==> config.mk <==
export PLATFORM = sky130hd
export DESIGN_NAME = ir_range_linearize_gated_average_unit
export DESIGN_NICKNAME = d
export VERILOG_FILES = /design/src/rtl/irlga_pkg.sv /design/src/rtl/ir_range_linearize_gated_average_unit.sv
export SDC_FILE = /design/constraint.sdc
export NUM_CORES = 2
export LEC_CHECK = 0
export BUFFER_PORTS_ARGS = -buffer_cell sky130_fd_sc_hd__buf_2
export CAP_MARGIN = 10
export CORE_MARGIN = 5
export CORE_UTILIZATION = 60
export CTS_CLUSTER_DIAMETER = 150
export DETAILED_ROUTE_END_ITERATION = 12
export PLACE_DENSITY = 0.76
export SLEW_MARGIN = 10
export SYNTH_ARGS = -nofsm -noshare
export SYNTH_HDL_FRONTEND = slang
export SYNTH_SLANG_ARGS = --single-unit
==> constraint.sdc <==
create_clock -name clk -period 11.7 [get_ports clk]
set_clock_uncertainty 0.15 [all_clocks]
set_input_delay 0 -clock clk [delete_from_list [all_inputs] [get_ports clk]]
set_output_delay 0 -clock clk [all_outputs]
set_load 0.02 [all_outputs]
==> src/rtl/irlga_pkg.sv <==
`default_nettype none

package irlga_pkg;

  // Field and state widths
  localparam int ADC_BITS     = 10;
  localparam int MAX_READINGS = 64;
  localparam int FRAC_BITS    = 4;
  localparam int RAW_W        = 10;
  localparam int DIST_W       = 16;
  localparam int TALLY_W      = $clog2(MAX_READINGS + 1);
  localparam int POS_W        = $clog2(MAX_READINGS);
  localparam int SUM_W        = DIST_W + POS_W;
  localparam int CURVE_W      = 3;
  localparam int CFG_DATA_W   = 7;
  localparam int CFG_INDEX_W  = 2;
  localparam int GATE_W       = DIST_W + CFG_DATA_W;

  // Fixed-point formats of the log/exp datapath
  localparam int LOG_FRAC_W = 24;
  localparam int LOG_INT_W  = $clog2(ADC_BITS);
  localparam int Q_FRAC     = 30;
  localparam int MANT_W     = Q_FRAC + 1;
  localparam int MUL_W      = 2 * MANT_W;
  localparam int TOP_W      = 29;
  localparam int SLOPE_W    = 25;
  localparam int SHIFT_W    = $clog2(DIST_W);
  localparam int STEP_W     = $clog2(SUM_W);

  localparam int CURVE_COUNT = 6;
  localparam int CURVE_LAST  = 5;

  localparam logic [DIST_W-1:0]     DIST_MAX       = '1;
  localparam logic [CFG_DATA_W-1:0] READINGS_RESET = 7'd25;
  localparam logic [CFG_DATA_W-1:0] PERCENT_SCALE  = 7'd100;

  // Configuration register indexes
  localparam logic [CFG_INDEX_W-1:0] CFG_SENSOR_CURVE = 2'd0;
  localparam logic [CFG_INDEX_W-1:0] CFG_READINGS     = 2'd1;
  localparam logic [CFG_INDEX_W-1:0] CFG_TOLERANCE    = 2'd2;

  // Curve coefficients as decimals scaled by 1e10
  localparam logic [63:0] DEC_SCALE   = 64'd10000000000;
  localparam logic [63:0] LOG2_10_DEC = 64'd33219280949;
  localparam logic [63:0] OFFSET_DEC [CURVE_COUNT] = '{
    64'd36515057200, 64'd38809406350, 64'd36067410490,
    64'd40164180500, 64'd43216189610, 64'd42230622890
  };
  localparam logic [63:0] SLOPE_DEC [CURVE_COUNT] = '{
    64'd9696596938,  64'd10502688370, 64'd9444125255,
    64'd11067601980, 64'd10973048770, 64'd10593915270
  };

  typedef enum logic [3:0] {
    ST_IDLE,
    ST_LOG_INIT,
    ST_LOG_SQ,
    ST_SLOPE,
    ST_EXP_SETUP,
    ST_EXP_MUL,
    ST_EXP_OUT,
    ST_GATE_MUL,
    ST_GATE,
    ST_DIV,
    ST_OUT
  } state_t;

  typedef logic [0:CURVE_COUNT-1][TOP_W-1:0]   top_tab_t;
  typedef logic [0:CURVE_COUNT-1][SLOPE_W-1:0] slope_tab_t;
  typedef logic [0:LOG_FRAC_W-1][MANT_W-1:0]   root_tab_t;

  // Scaled decimal to Q.24, truncated
  function automatic logic [63:0] dec_to_q24(input logic [63:0] d);
    return (d * (64'd1 << LOG_FRAC_W)) / DEC_SCALE;
  endfunction

  // Integer square root, bit by bit
  function automatic logic [63:0] isqrt64(input logic [63:0] v);
    logic [63:0] rem_w;
    logic [63:0] root_w;
    logic [63:0] bit_w;
    rem_w  = v;
    root_w = '0;
    bit_w  = 64'd1 << 62;
    for (int i = 0; i < 32; i++) begin
      if (rem_w >= root_w + bit_w) begin
        rem_w  = rem_w - (root_w + bit_w);
        root_w = (root_w >> 1) + bit_w;
      end else begin
        root_w = root_w >> 1;
      end
      bit_w = bit_w >> 2;
    end
    return root_w;
  endfunction

  // Exponent offset per curve: c0*log2(10) plus the output fraction bits, Q.24
  function automatic top_tab_t build_top_tab();
    top_tab_t    t;
    logic [63:0] a;
    for (int c = 0; c < CURVE_COUNT; c++) begin
      a    = (dec_to_q24(OFFSET_DEC[c]) * dec_to_q24(LOG2_10_DEC)) >> LOG_FRAC_W;
      t[c] = TOP_W'(a + (64'(FRAC_BITS) << LOG_FRAC_W));
    end
    return t;
  endfunction

  // Slope magnitude per curve, Q.24
  function automatic slope_tab_t build_slope_tab();
    slope_tab_t t;
    for (int c = 0; c < CURVE_COUNT; c++) begin
      t[c] = SLOPE_W'(dec_to_q24(SLOPE_DEC[c]));
    end
    return t;
  endfunction

  // Roots 2^(2^-i) in Q.30 for i = 1..24
  function automatic root_tab_t build_root_tab();
    root_tab_t   t;
    logic [63:0] r;
    r = isqrt64(64'd1 << (2 * Q_FRAC + 1));
    for (int k = 0; k < LOG_FRAC_W; k++) begin
      t[k] = r[MANT_W-1:0];
      r    = isqrt64(r << Q_FRAC);
    end
    return t;
  endfunction

  localparam top_tab_t   CURVE_TOP   = build_top_tab();
  localparam slope_tab_t CURVE_SLOPE = build_slope_tab();
  localparam root_tab_t  EXP_ROOT    = build_root_tab();

endpackage

`default_nettype wire

==> src/rtl/ir_range_linearize_gated_average_unit.sv <==
// Infrared range linearizer with gated window mean, one converter sample per item.
// After normalization, 24 log2 squarings, a slope product, 24 exp2 products and the gate;
// a zero sample or out-of-range exponent skips to the gate. A window-closing sample adds
// the 22-step divider (skipped if none accepted) and the output load. Input stalls until
// done. All products use one shared 31x31 multiplier. Reset (synchronous, active high) clears
// history and window, drops the output item and loads curve 0, 25 readings, tolerance 0.
`default_nettype none

module ir_range_linearize_gated_average_unit (
  input  logic                              clk,
  input  logic                              rst,
  input  logic                              cfg_write_en,
  input  logic [irlga_pkg::CFG_INDEX_W-1:0] cfg_index,
  input  logic [irlga_pkg::CFG_DATA_W-1:0]  cfg_data,
  input  logic                              in_valid,
  output logic                              in_stall,
  input  logic [irlga_pkg::RAW_W-1:0]       raw_sample,
  output logic                              out_valid,
  input  logic                              out_stall,
  output logic [irlga_pkg::DIST_W-1:0]      mean_distance,
  output logic [irlga_pkg::TALLY_W-1:0]     accepted_readings,
  output logic                              none_accepted
);
  import irlga_pkg::*;

  state_t state;
  state_t state_next;

  // Configuration
  logic [CURVE_W-1:0]    sensor_curve;
  logic [CFG_DATA_W-1:0] readings;
  logic [CFG_DATA_W-1:0] tolerance;

  // Sequencer and datapath registers
  logic [STEP_W-1:0]     cnt;
  logic [ADC_BITS-1:0]   raw_q;
  logic [MANT_W-1:0]     x;
  logic [LOG_FRAC_W-1:0] frac;
  logic [LOG_INT_W-1:0]  log_int;
  logic [TOP_W-1:0]      expo;
  logic [SHIFT_W-1:0]    shift_n;
  logic [MANT_W-1:0]     m;
  logic [DIST_W-1:0]     distance;
  logic [GATE_W-1:0]     tol_prod;
  logic [SUM_W-1:0]      quot;
  logic [TALLY_W-1:0]    rem;

  // Window state
  logic [DIST_W-1:0]     prev;
  logic [SUM_W-1:0]      sum;
  logic [TALLY_W-1:0]    tally;
  logic [POS_W-1:0]      position;

  // Combinational
  logic [MANT_W-1:0]          mul_a;
  logic [MANT_W-1:0]          mul_b;
  logic [MUL_W-1:0]           prod;
  logic [MANT_W:0]            sq;
  logic [MANT_W-1:0]          x_next;
  logic [CURVE_W-1:0]         curve_sel;
  logic [LOG_INT_W-1:0]       lead;
  logic [ADC_BITS+Q_FRAC-1:0] norm_wide;
  logic                       raw_zero;
  logic [TOP_W-1:0]           expo_top;
  logic [TOP_W-1:0]           exp_diff;
  logic                       exp_neg;
  logic                       exp_big;
  logic [Q_FRAC+DIST_W-1:0]   shifted_m;
  logic [GATE_W-1:0]          dist_x100;
  logic                       pass;
  logic [SUM_W-1:0]           sum_new;
  logic [TALLY_W-1:0]         tally_new;
  logic [TALLY_W-1:0]         pos_inc;
  logic [TALLY_W-1:0]         len_eff;
  logic                       window_end;
  logic [TALLY_W:0]           div_shift;
  logic [TALLY_W:0]           div_diff;
  logic                       div_ok;
  logic                       out_free;
  logic                       last_step;
  logic                       step_state;

  // Shared multiplier and its result slices
  assign prod   = mul_a * mul_b;
  assign sq     = prod[MUL_W-1:Q_FRAC];
  assign x_next = sq[MANT_W] ? sq[MANT_W:1] : sq[MANT_W-1:0];

  assign curve_sel = (sensor_curve > CURVE_W'(CURVE_LAST)) ? CURVE_W'(CURVE_LAST)
                                                            : sensor_curve;

  // Normalize the sample to a Q.30 mantissa in [1, 2)
  always_comb begin
    lead = '0;
    for (int i = 0; i < ADC_BITS; i++) begin
      if (raw_q[i]) lead = LOG_INT_W'(i);
    end
  end
  assign norm_wide = {raw_q, {Q_FRAC{1'b0}}} >> lead;
  assign raw_zero  = (raw_q == '0);

  // Base-2 exponent from offset and slope term
  assign expo_top = CURVE_TOP[curve_sel];
  assign exp_neg  = (expo_top < expo);
  assign exp_diff = expo_top - expo;
  assign exp_big  = (exp_diff[TOP_W-1:LOG_FRAC_W] >= (TOP_W-LOG_FRAC_W)'(DIST_W));

  // Scale mantissa by the integer exponent
  assign shifted_m = {{(DIST_W-1){1'b0}}, m} << shift_n;

  // Acceptance gate and window bookkeeping
  assign dist_x100  = GATE_W'(distance) * GATE_W'(PERCENT_SCALE);
  assign pass       = (dist_x100 >= tol_prod);
  assign sum_new    = pass ? sum + SUM_W'(distance) : sum;
  assign tally_new  = pass ? tally + TALLY_W'(1) : tally;
  assign pos_inc    = TALLY_W'(position) + TALLY_W'(1);
  assign window_end = (pos_inc >= len_eff);

  always_comb begin
    if (readings == '0) begin
      len_eff = TALLY_W'(1);
    end else if (TALLY_W'(readings) > TALLY_W'(MAX_READINGS)) begin
      len_eff = TALLY_W'(MAX_READINGS);
    end else begin
      len_eff = TALLY_W'(readings);
    end
  end

  // Restoring divider step
  assign div_shift = {rem, quot[SUM_W-1]};
  assign div_ok    = (div_shift >= {1'b0, tally});
  assign div_diff  = div_shift - {1'b0, tally};

  assign out_free   = !out_valid || !out_stall;
  assign step_state = (state == ST_LOG_SQ) || (state == ST_EXP_MUL) || (state == ST_DIV);
  assign last_step  = (state == ST_DIV) ? (cnt == STEP_W'(SUM_W - 1))
                                        : (cnt == STEP_W'(LOG_FRAC_W - 1));

  // Next state
  always_comb begin
    state_next = state;
    unique case (state)
      ST_IDLE:      if (in_valid) state_next = ST_LOG_INIT;
      ST_LOG_INIT:  state_next = raw_zero ? ST_GATE_MUL : ST_LOG_SQ;
      ST_LOG_SQ:    if (last_step) state_next = ST_SLOPE;
      ST_SLOPE:     state_next = ST_EXP_SETUP;
      ST_EXP_SETUP: state_next = (exp_neg || exp_big) ? ST_GATE_MUL : ST_EXP_MUL;
      ST_EXP_MUL:   if (last_step) state_next = ST_EXP_OUT;
      ST_EXP_OUT:   state_next = ST_GATE_MUL;
      ST_GATE_MUL:  state_next = ST_GATE;
      ST_GATE: begin
        if (!window_end) begin
          state_next = ST_IDLE;
        end else begin
          state_next = (tally_new == '0) ? ST_OUT : ST_DIV;
        end
      end
      ST_DIV:       if (last_step) state_next = ST_OUT;
      ST_OUT:       if (out_free) state_next = ST_IDLE;
      default:      state_next = ST_IDLE;
    endcase
  end

  // Handshake and multiplier operand select
  always_comb begin
    in_stall = (state != ST_IDLE);
    mul_a    = '0;
    mul_b    = '0;
    unique case (state)
      ST_LOG_SQ: begin
        mul_a = x;
        mul_b = x;
      end
      ST_SLOPE: begin
        mul_a = MANT_W'(CURVE_SLOPE[curve_sel]);
        mul_b = MANT_W'({log_int, frac});
      end
      ST_EXP_MUL: begin
        mul_a = m;
        mul_b = EXP_ROOT[cnt];
      end
      ST_GATE_MUL: begin
        mul_a = MANT_W'(tolerance);
        mul_b = MANT_W'(prev);
      end
      default: begin
        mul_a = '0;
        mul_b = '0;
      end
    endcase
  end

  // Control state, configuration and window state
  always_ff @(posedge clk) begin
    if (rst) begin
      state        <= ST_IDLE;
      cnt          <= '0;
      out_valid    <= 1'b0;
      sensor_curve <= '0;
      readings     <= READINGS_RESET;
      tolerance    <= '0;
      prev         <= '0;
      sum          <= '0;
      tally        <= '0;
      position     <= '0;
    end else begin
      state <= state_next;
      cnt   <= (step_state && state_next == state) ? cnt + STEP_W'(1) : '0;

      // Write configuration
      if (cfg_write_en) begin
        unique case (cfg_index)
          CFG_SENSOR_CURVE: sensor_curve <= cfg_data[CURVE_W-1:0];
          CFG_READINGS:     readings     <= cfg_data;
          CFG_TOLERANCE:    tolerance    <= cfg_data;
          default: ;
        endcase
      end

      // Load the output item, or drop it once taken
      if (state == ST_OUT && out_free) begin
        out_valid <= 1'b1;
      end else if (out_valid && !out_stall) begin
        out_valid <= 1'b0;
      end

      // Update history and window
      if (state == ST_GATE) begin
        if (pass) prev <= distance;
        sum      <= sum_new;
        tally    <= tally_new;
        position <= window_end ? '0 : pos_inc[POS_W-1:0];
      end

      // Close the window
      if (state == ST_OUT && out_free) begin
        sum       <= '0;
        tally     <= '0;
      end
    end
  end

  // Datapath registers
  always_ff @(posedge clk) begin
    unique case (state)
      ST_IDLE: begin
        if (in_valid) raw_q <= raw_sample[ADC_BITS-1:0];
      end
      ST_LOG_INIT: begin
        x        <= norm_wide[MANT_W-1:0];
        log_int  <= lead;
        frac     <= '0;
        distance <= DIST_MAX;
      end
      ST_LOG_SQ: begin
        x    <= x_next;
        frac <= {frac[LOG_FRAC_W-2:0], sq[MANT_W]};
      end
      ST_SLOPE: begin
        expo <= prod[LOG_FRAC_W +: TOP_W];
      end
      ST_EXP_SETUP: begin
        frac     <= exp_diff[LOG_FRAC_W-1:0];
        shift_n  <= exp_diff[LOG_FRAC_W +: SHIFT_W];
        m        <= MANT_W'(1) << Q_FRAC;
        distance <= exp_neg ? '0 : DIST_MAX;
      end
      ST_EXP_MUL: begin
        if (frac[LOG_FRAC_W-1]) m <= prod[Q_FRAC +: MANT_W];
        frac <= {frac[LOG_FRAC_W-2:0], 1'b0};
      end
      ST_EXP_OUT: begin
        distance <= shifted_m[Q_FRAC +: DIST_W];
      end
      ST_GATE_MUL: begin
        tol_prod <= prod[GATE_W-1:0];
      end
      ST_GATE: begin
        quot <= sum_new;
        rem  <= '0;
      end
      ST_DIV: begin
        quot <= {quot[SUM_W-2:0], div_ok};
        rem  <= div_ok ? div_diff[TALLY_W-1:0] : div_shift[TALLY_W-1:0];
      end
      ST_OUT: begin
        if (out_free) begin
          mean_distance     <= quot[DIST_W-1:0];
          accepted_readings <= tally;
          none_accepted     <= (tally == '0);
        end
      end
      default: ;
    endcase
  end

endmodule

`default_nettype wire

==> flow_metrics.tcl <==
set metrics [dict create \
    outcome "finished, final reports clean" \
    fin_area_um2 53000 \
    slowest_stage "nor2_4" \
    fillCellCount 6838 \
    ant_nets 0 \
    area_growth_pct 6.722 \
    ys_seq_area_share_pct 16.75 \
    die_area_um2 88620 \
    place.gp.congestion 1.044 \
    layout-drive-gt1-share_pct 5.930 \
    cts_made_buffers 29 \
    start_util_pct 60.48 \
    critPathMostFrequentCell "fa_1" \
    slew_headroom_pct 11.38 \
    synth_flop_cell "edfxtp_1" \
    grt_pass1_wl_um 242200 \
    swShare_pct 38.48 \
    setup_viol 0 \
    pwr-share-seq_pct 35.6 \
    ys_seq_elements 303 \
    critical_path_class "register to register" \
    startpoint_type "register" \
    p_switching_mw 1.388 \
    cts_buffer_depth 3 \
    leakage_nw 25.10 \
    synthesis.nets 6876 \
    synth-edff-count 225 \
    hp-class "input pin to register" \
    io_pins 50 \
    track_usage_pct 35.52 \
    cts-root-buf "clkbuf_16" \
    syn-cell-area_um2 49660 \
    grt_max_degree 80 \
    dpl_cell_area_um2 51570 \
    final_net_count 6888 \
    routed_via_density 6.004 \
    clk_latency_ns 0.60 \
    clkTransAtPathRegs_ns 0.07 \
    die_w_um 297.7 \
    syn_avg_cell_area_um2 8.871 \
    p_total_mw 3.606 \
    dp_hpwl_um 125800 \
    synth.distinct_cells 91 \
    fmax_ghz 0.08829 \
    final.setup.tns_ns 0 \
    final_max_slew_viol_count 0 \
    core_um2 82110 \
    pwr-share-comb_pct 35.8 \
    drt_iter0_markers 3722 \
    rows 105 \
    p_clk_share_pct 28.7 \
    powerDensity_nw_per_um2 68.04 \
    grt_overflow 0 \
    wl_um 157300 \
    cts_sinks 303 \
    end_kind "register" \
    grt_pass1_vias 41319 \
    max_cap_violations 0 \
    rsz0062_at_grt "false" \
    htreeDepth 1 \
    final-hold-violation-count 0 \
    critPathMaxFanout 41 \
    first_pass_iters 8 \
    antenna_found_initial 3 \
    slowest_delay_ns 0.88 \
    internal-power_mw 2.218 \
    synth_async_sr_flop_share_pct 0 \
    cts_tree "done" \
    fp.dieH_um 297.7 \
    post_drt_wl_per_cell_um 23.47 \
    cp.arrival_ns 11.52 \
    worstMarginPinSlew_ns 1.329 \
    drc 0 \
    vias 40247 \
    yosys_warnings 0 \
    syn_inst 5598 \
    period_needed_ns 11.33 \
    worstPathRequired_ns 11.89 \
    peakVddDrop_v 0.0001010 \
    finish.utilization_pct 64.55 \
    port_buffers 49 \
    fin_crit_sh_pct 96.80 \
]
sequential cells by signal, summed over array words and instances (netlist names), 5 cells and up:
signal             cells
accepted_readings      7
cnt                    5
distance              16
expo                  29
frac                  24
m                     31
mean_distance         16
position               6
prev                  16
quot                  22
raw_q                 10
readings               7
rem                    7
sum                   22
tally                  7
tol_prod              23
tolerance              7
x                     31
cells in the mapped netlist, types with 75 or more instances:
cell type,n,area (µm²)
inv_1,1016,3814
nand2_1,931,3495
fa_1,851,17040
nor2_1,539,2023
ha_1,403,5042
clkbuf_1,240,900.9
edfxtp_1,225,6756
a21oi_1,201,1006
o21ai_0,171,855.8
xnor2_1,90,788.3
mux2i_1,87,870.8
dfxtp_1,78,1562
and2_1,75,469.2
worst max-delay path: cells and delay by family, from the launching register on:
kind | cells | cell delay (ns)
adders and majority gates | 9 | 4.24
and+or+nand+nor | 6 | 2.97
AOI/OAI and AO/OA | 9 | 2.43
DFF | 1 | 0.67
buffers and inverters | 3 | 0.38
xor gates and xnor gates | 1 | 0.17
layout by cell type, fill, tap and decap left out, types with 8 or more instances in the layout:
cell	instances
a211oi_1	16
a21boi_0	8
a21o_1	57
a21oi_1	199
a221o_1	8
a221oi_1	8
a22oi_1	27
a31oi_1	13
and2_1	75
and3_1	28
and4_1	11
buf_2	49
buf_4	158
clkbuf_16	32
dfxtp_1	78
dlygate4sd3_1	40
edfxtp_1	225
fa_1	851
ha_1	403
inv_1	1015
mux2_2	11
mux2i_1	87
nand2_1	931
nand2b_1	40
nand3_1	55
nand4_1	28
nor2_1	535
nor2b_1	41
nor3_1	38
o211ai_1	23
o21a_1	29
o21ai_0	164
o21ai_2	10
o21bai_1	12
o31ai_1	11
or2_2	13
or3_1	12
xnor2_1	90
xor2_1	45
layout make-up:
type	instances	area, µm²	area share, %
multi-input combinational	4006	36570	69.01
sequential	303	8318	15.69
inverter	1019	3825	7.217
antenna	1	2.502	0.004722
clock inverter	15	196.4	0.3706
tap	1070	1339	2.526
timing repair buffer	251	1912	3.607
clock buffer	38	833.3	1.572
kinds of logic (layout without fill, tap and decap cells):
family	Yosys count	in the layout	share of synthesized area, %
AOI/OAI and AO/OA	673	673	8.685
xor gates and xnor gates	136	136	2.414
adders and majority gates	1255	1255	44.48
buffers and inverters	1289	1323	9.831
DFF	303	303	16.75
muxes	102	102	2.169
other	0	1	0
and+or+nand+nor	1840	1840	15.67
what timing repair did:
action	in CTS	in global routing
hold buffers	40	0
setup buffers	0	0
resized for setup	0	0
hold endpoints to repair	88	0
final timing paths:
check | startpoint | to | slack [ns] | cells past startpoint
worst max-delay path | state[0] | x[28] | 0.37 | 28
worst min-delay path | cfg_data[4] | tolerance[4] | 0.08 | 4
worst max register to register | state[0] | x[28] | 0.37 | 28
worst min register to register | quot[15] | mean_distance[15] | 0.31 | 0
power groups by stage:
| stage | combinational, mW | sequential [mW] | clock (mW) |
|---|---|---|---|
| final | 1.29 | 1.28 | 1.03 |
| after global routing | 1.37 | 1.28 | 1.08 |
| after CTS | 1.25 | 1.28 | 1.04 |
| after detailed placement | 1.23 | 1.30 | 0 |
| after global placement | 1.21 | 1.30 | 0 |
| after floorplan | 0.795 | 1.26 | 0 |
layer usage:
| metal | GRT usage (%) | share of wire [%] | vias to the layer above |
|---|---|---|---|
| met5 | 0.05411 | 0.0070 | - |
| met4 | 21.53 | 8.2 | 2 |
| met3 | 8.992 | 11 | 619 |
| met2 | 55.65 | 44 | 2240 |
| met1 | 44.72 | 36 | 19828 |
| li1 | - | - | 17558 |
through the flow:
step / hold WS (ns) / std cells / setup WS, ns
3_3_place_gp: 0.02715 / 6609 / 0.8797
5_1_grt: 0.1037 / 6702 / 0.09796
3_5_place_dp: 0.02865 / 6609 / 0.7399
4_1_cts: 0.07339 / 6702 / 0.6766
2_1_floorplan: -0.05113 / 5598 / 1.883
6_report: 0.07996 / 6703 / 0.3743
(Power assumes the default switching activity.)
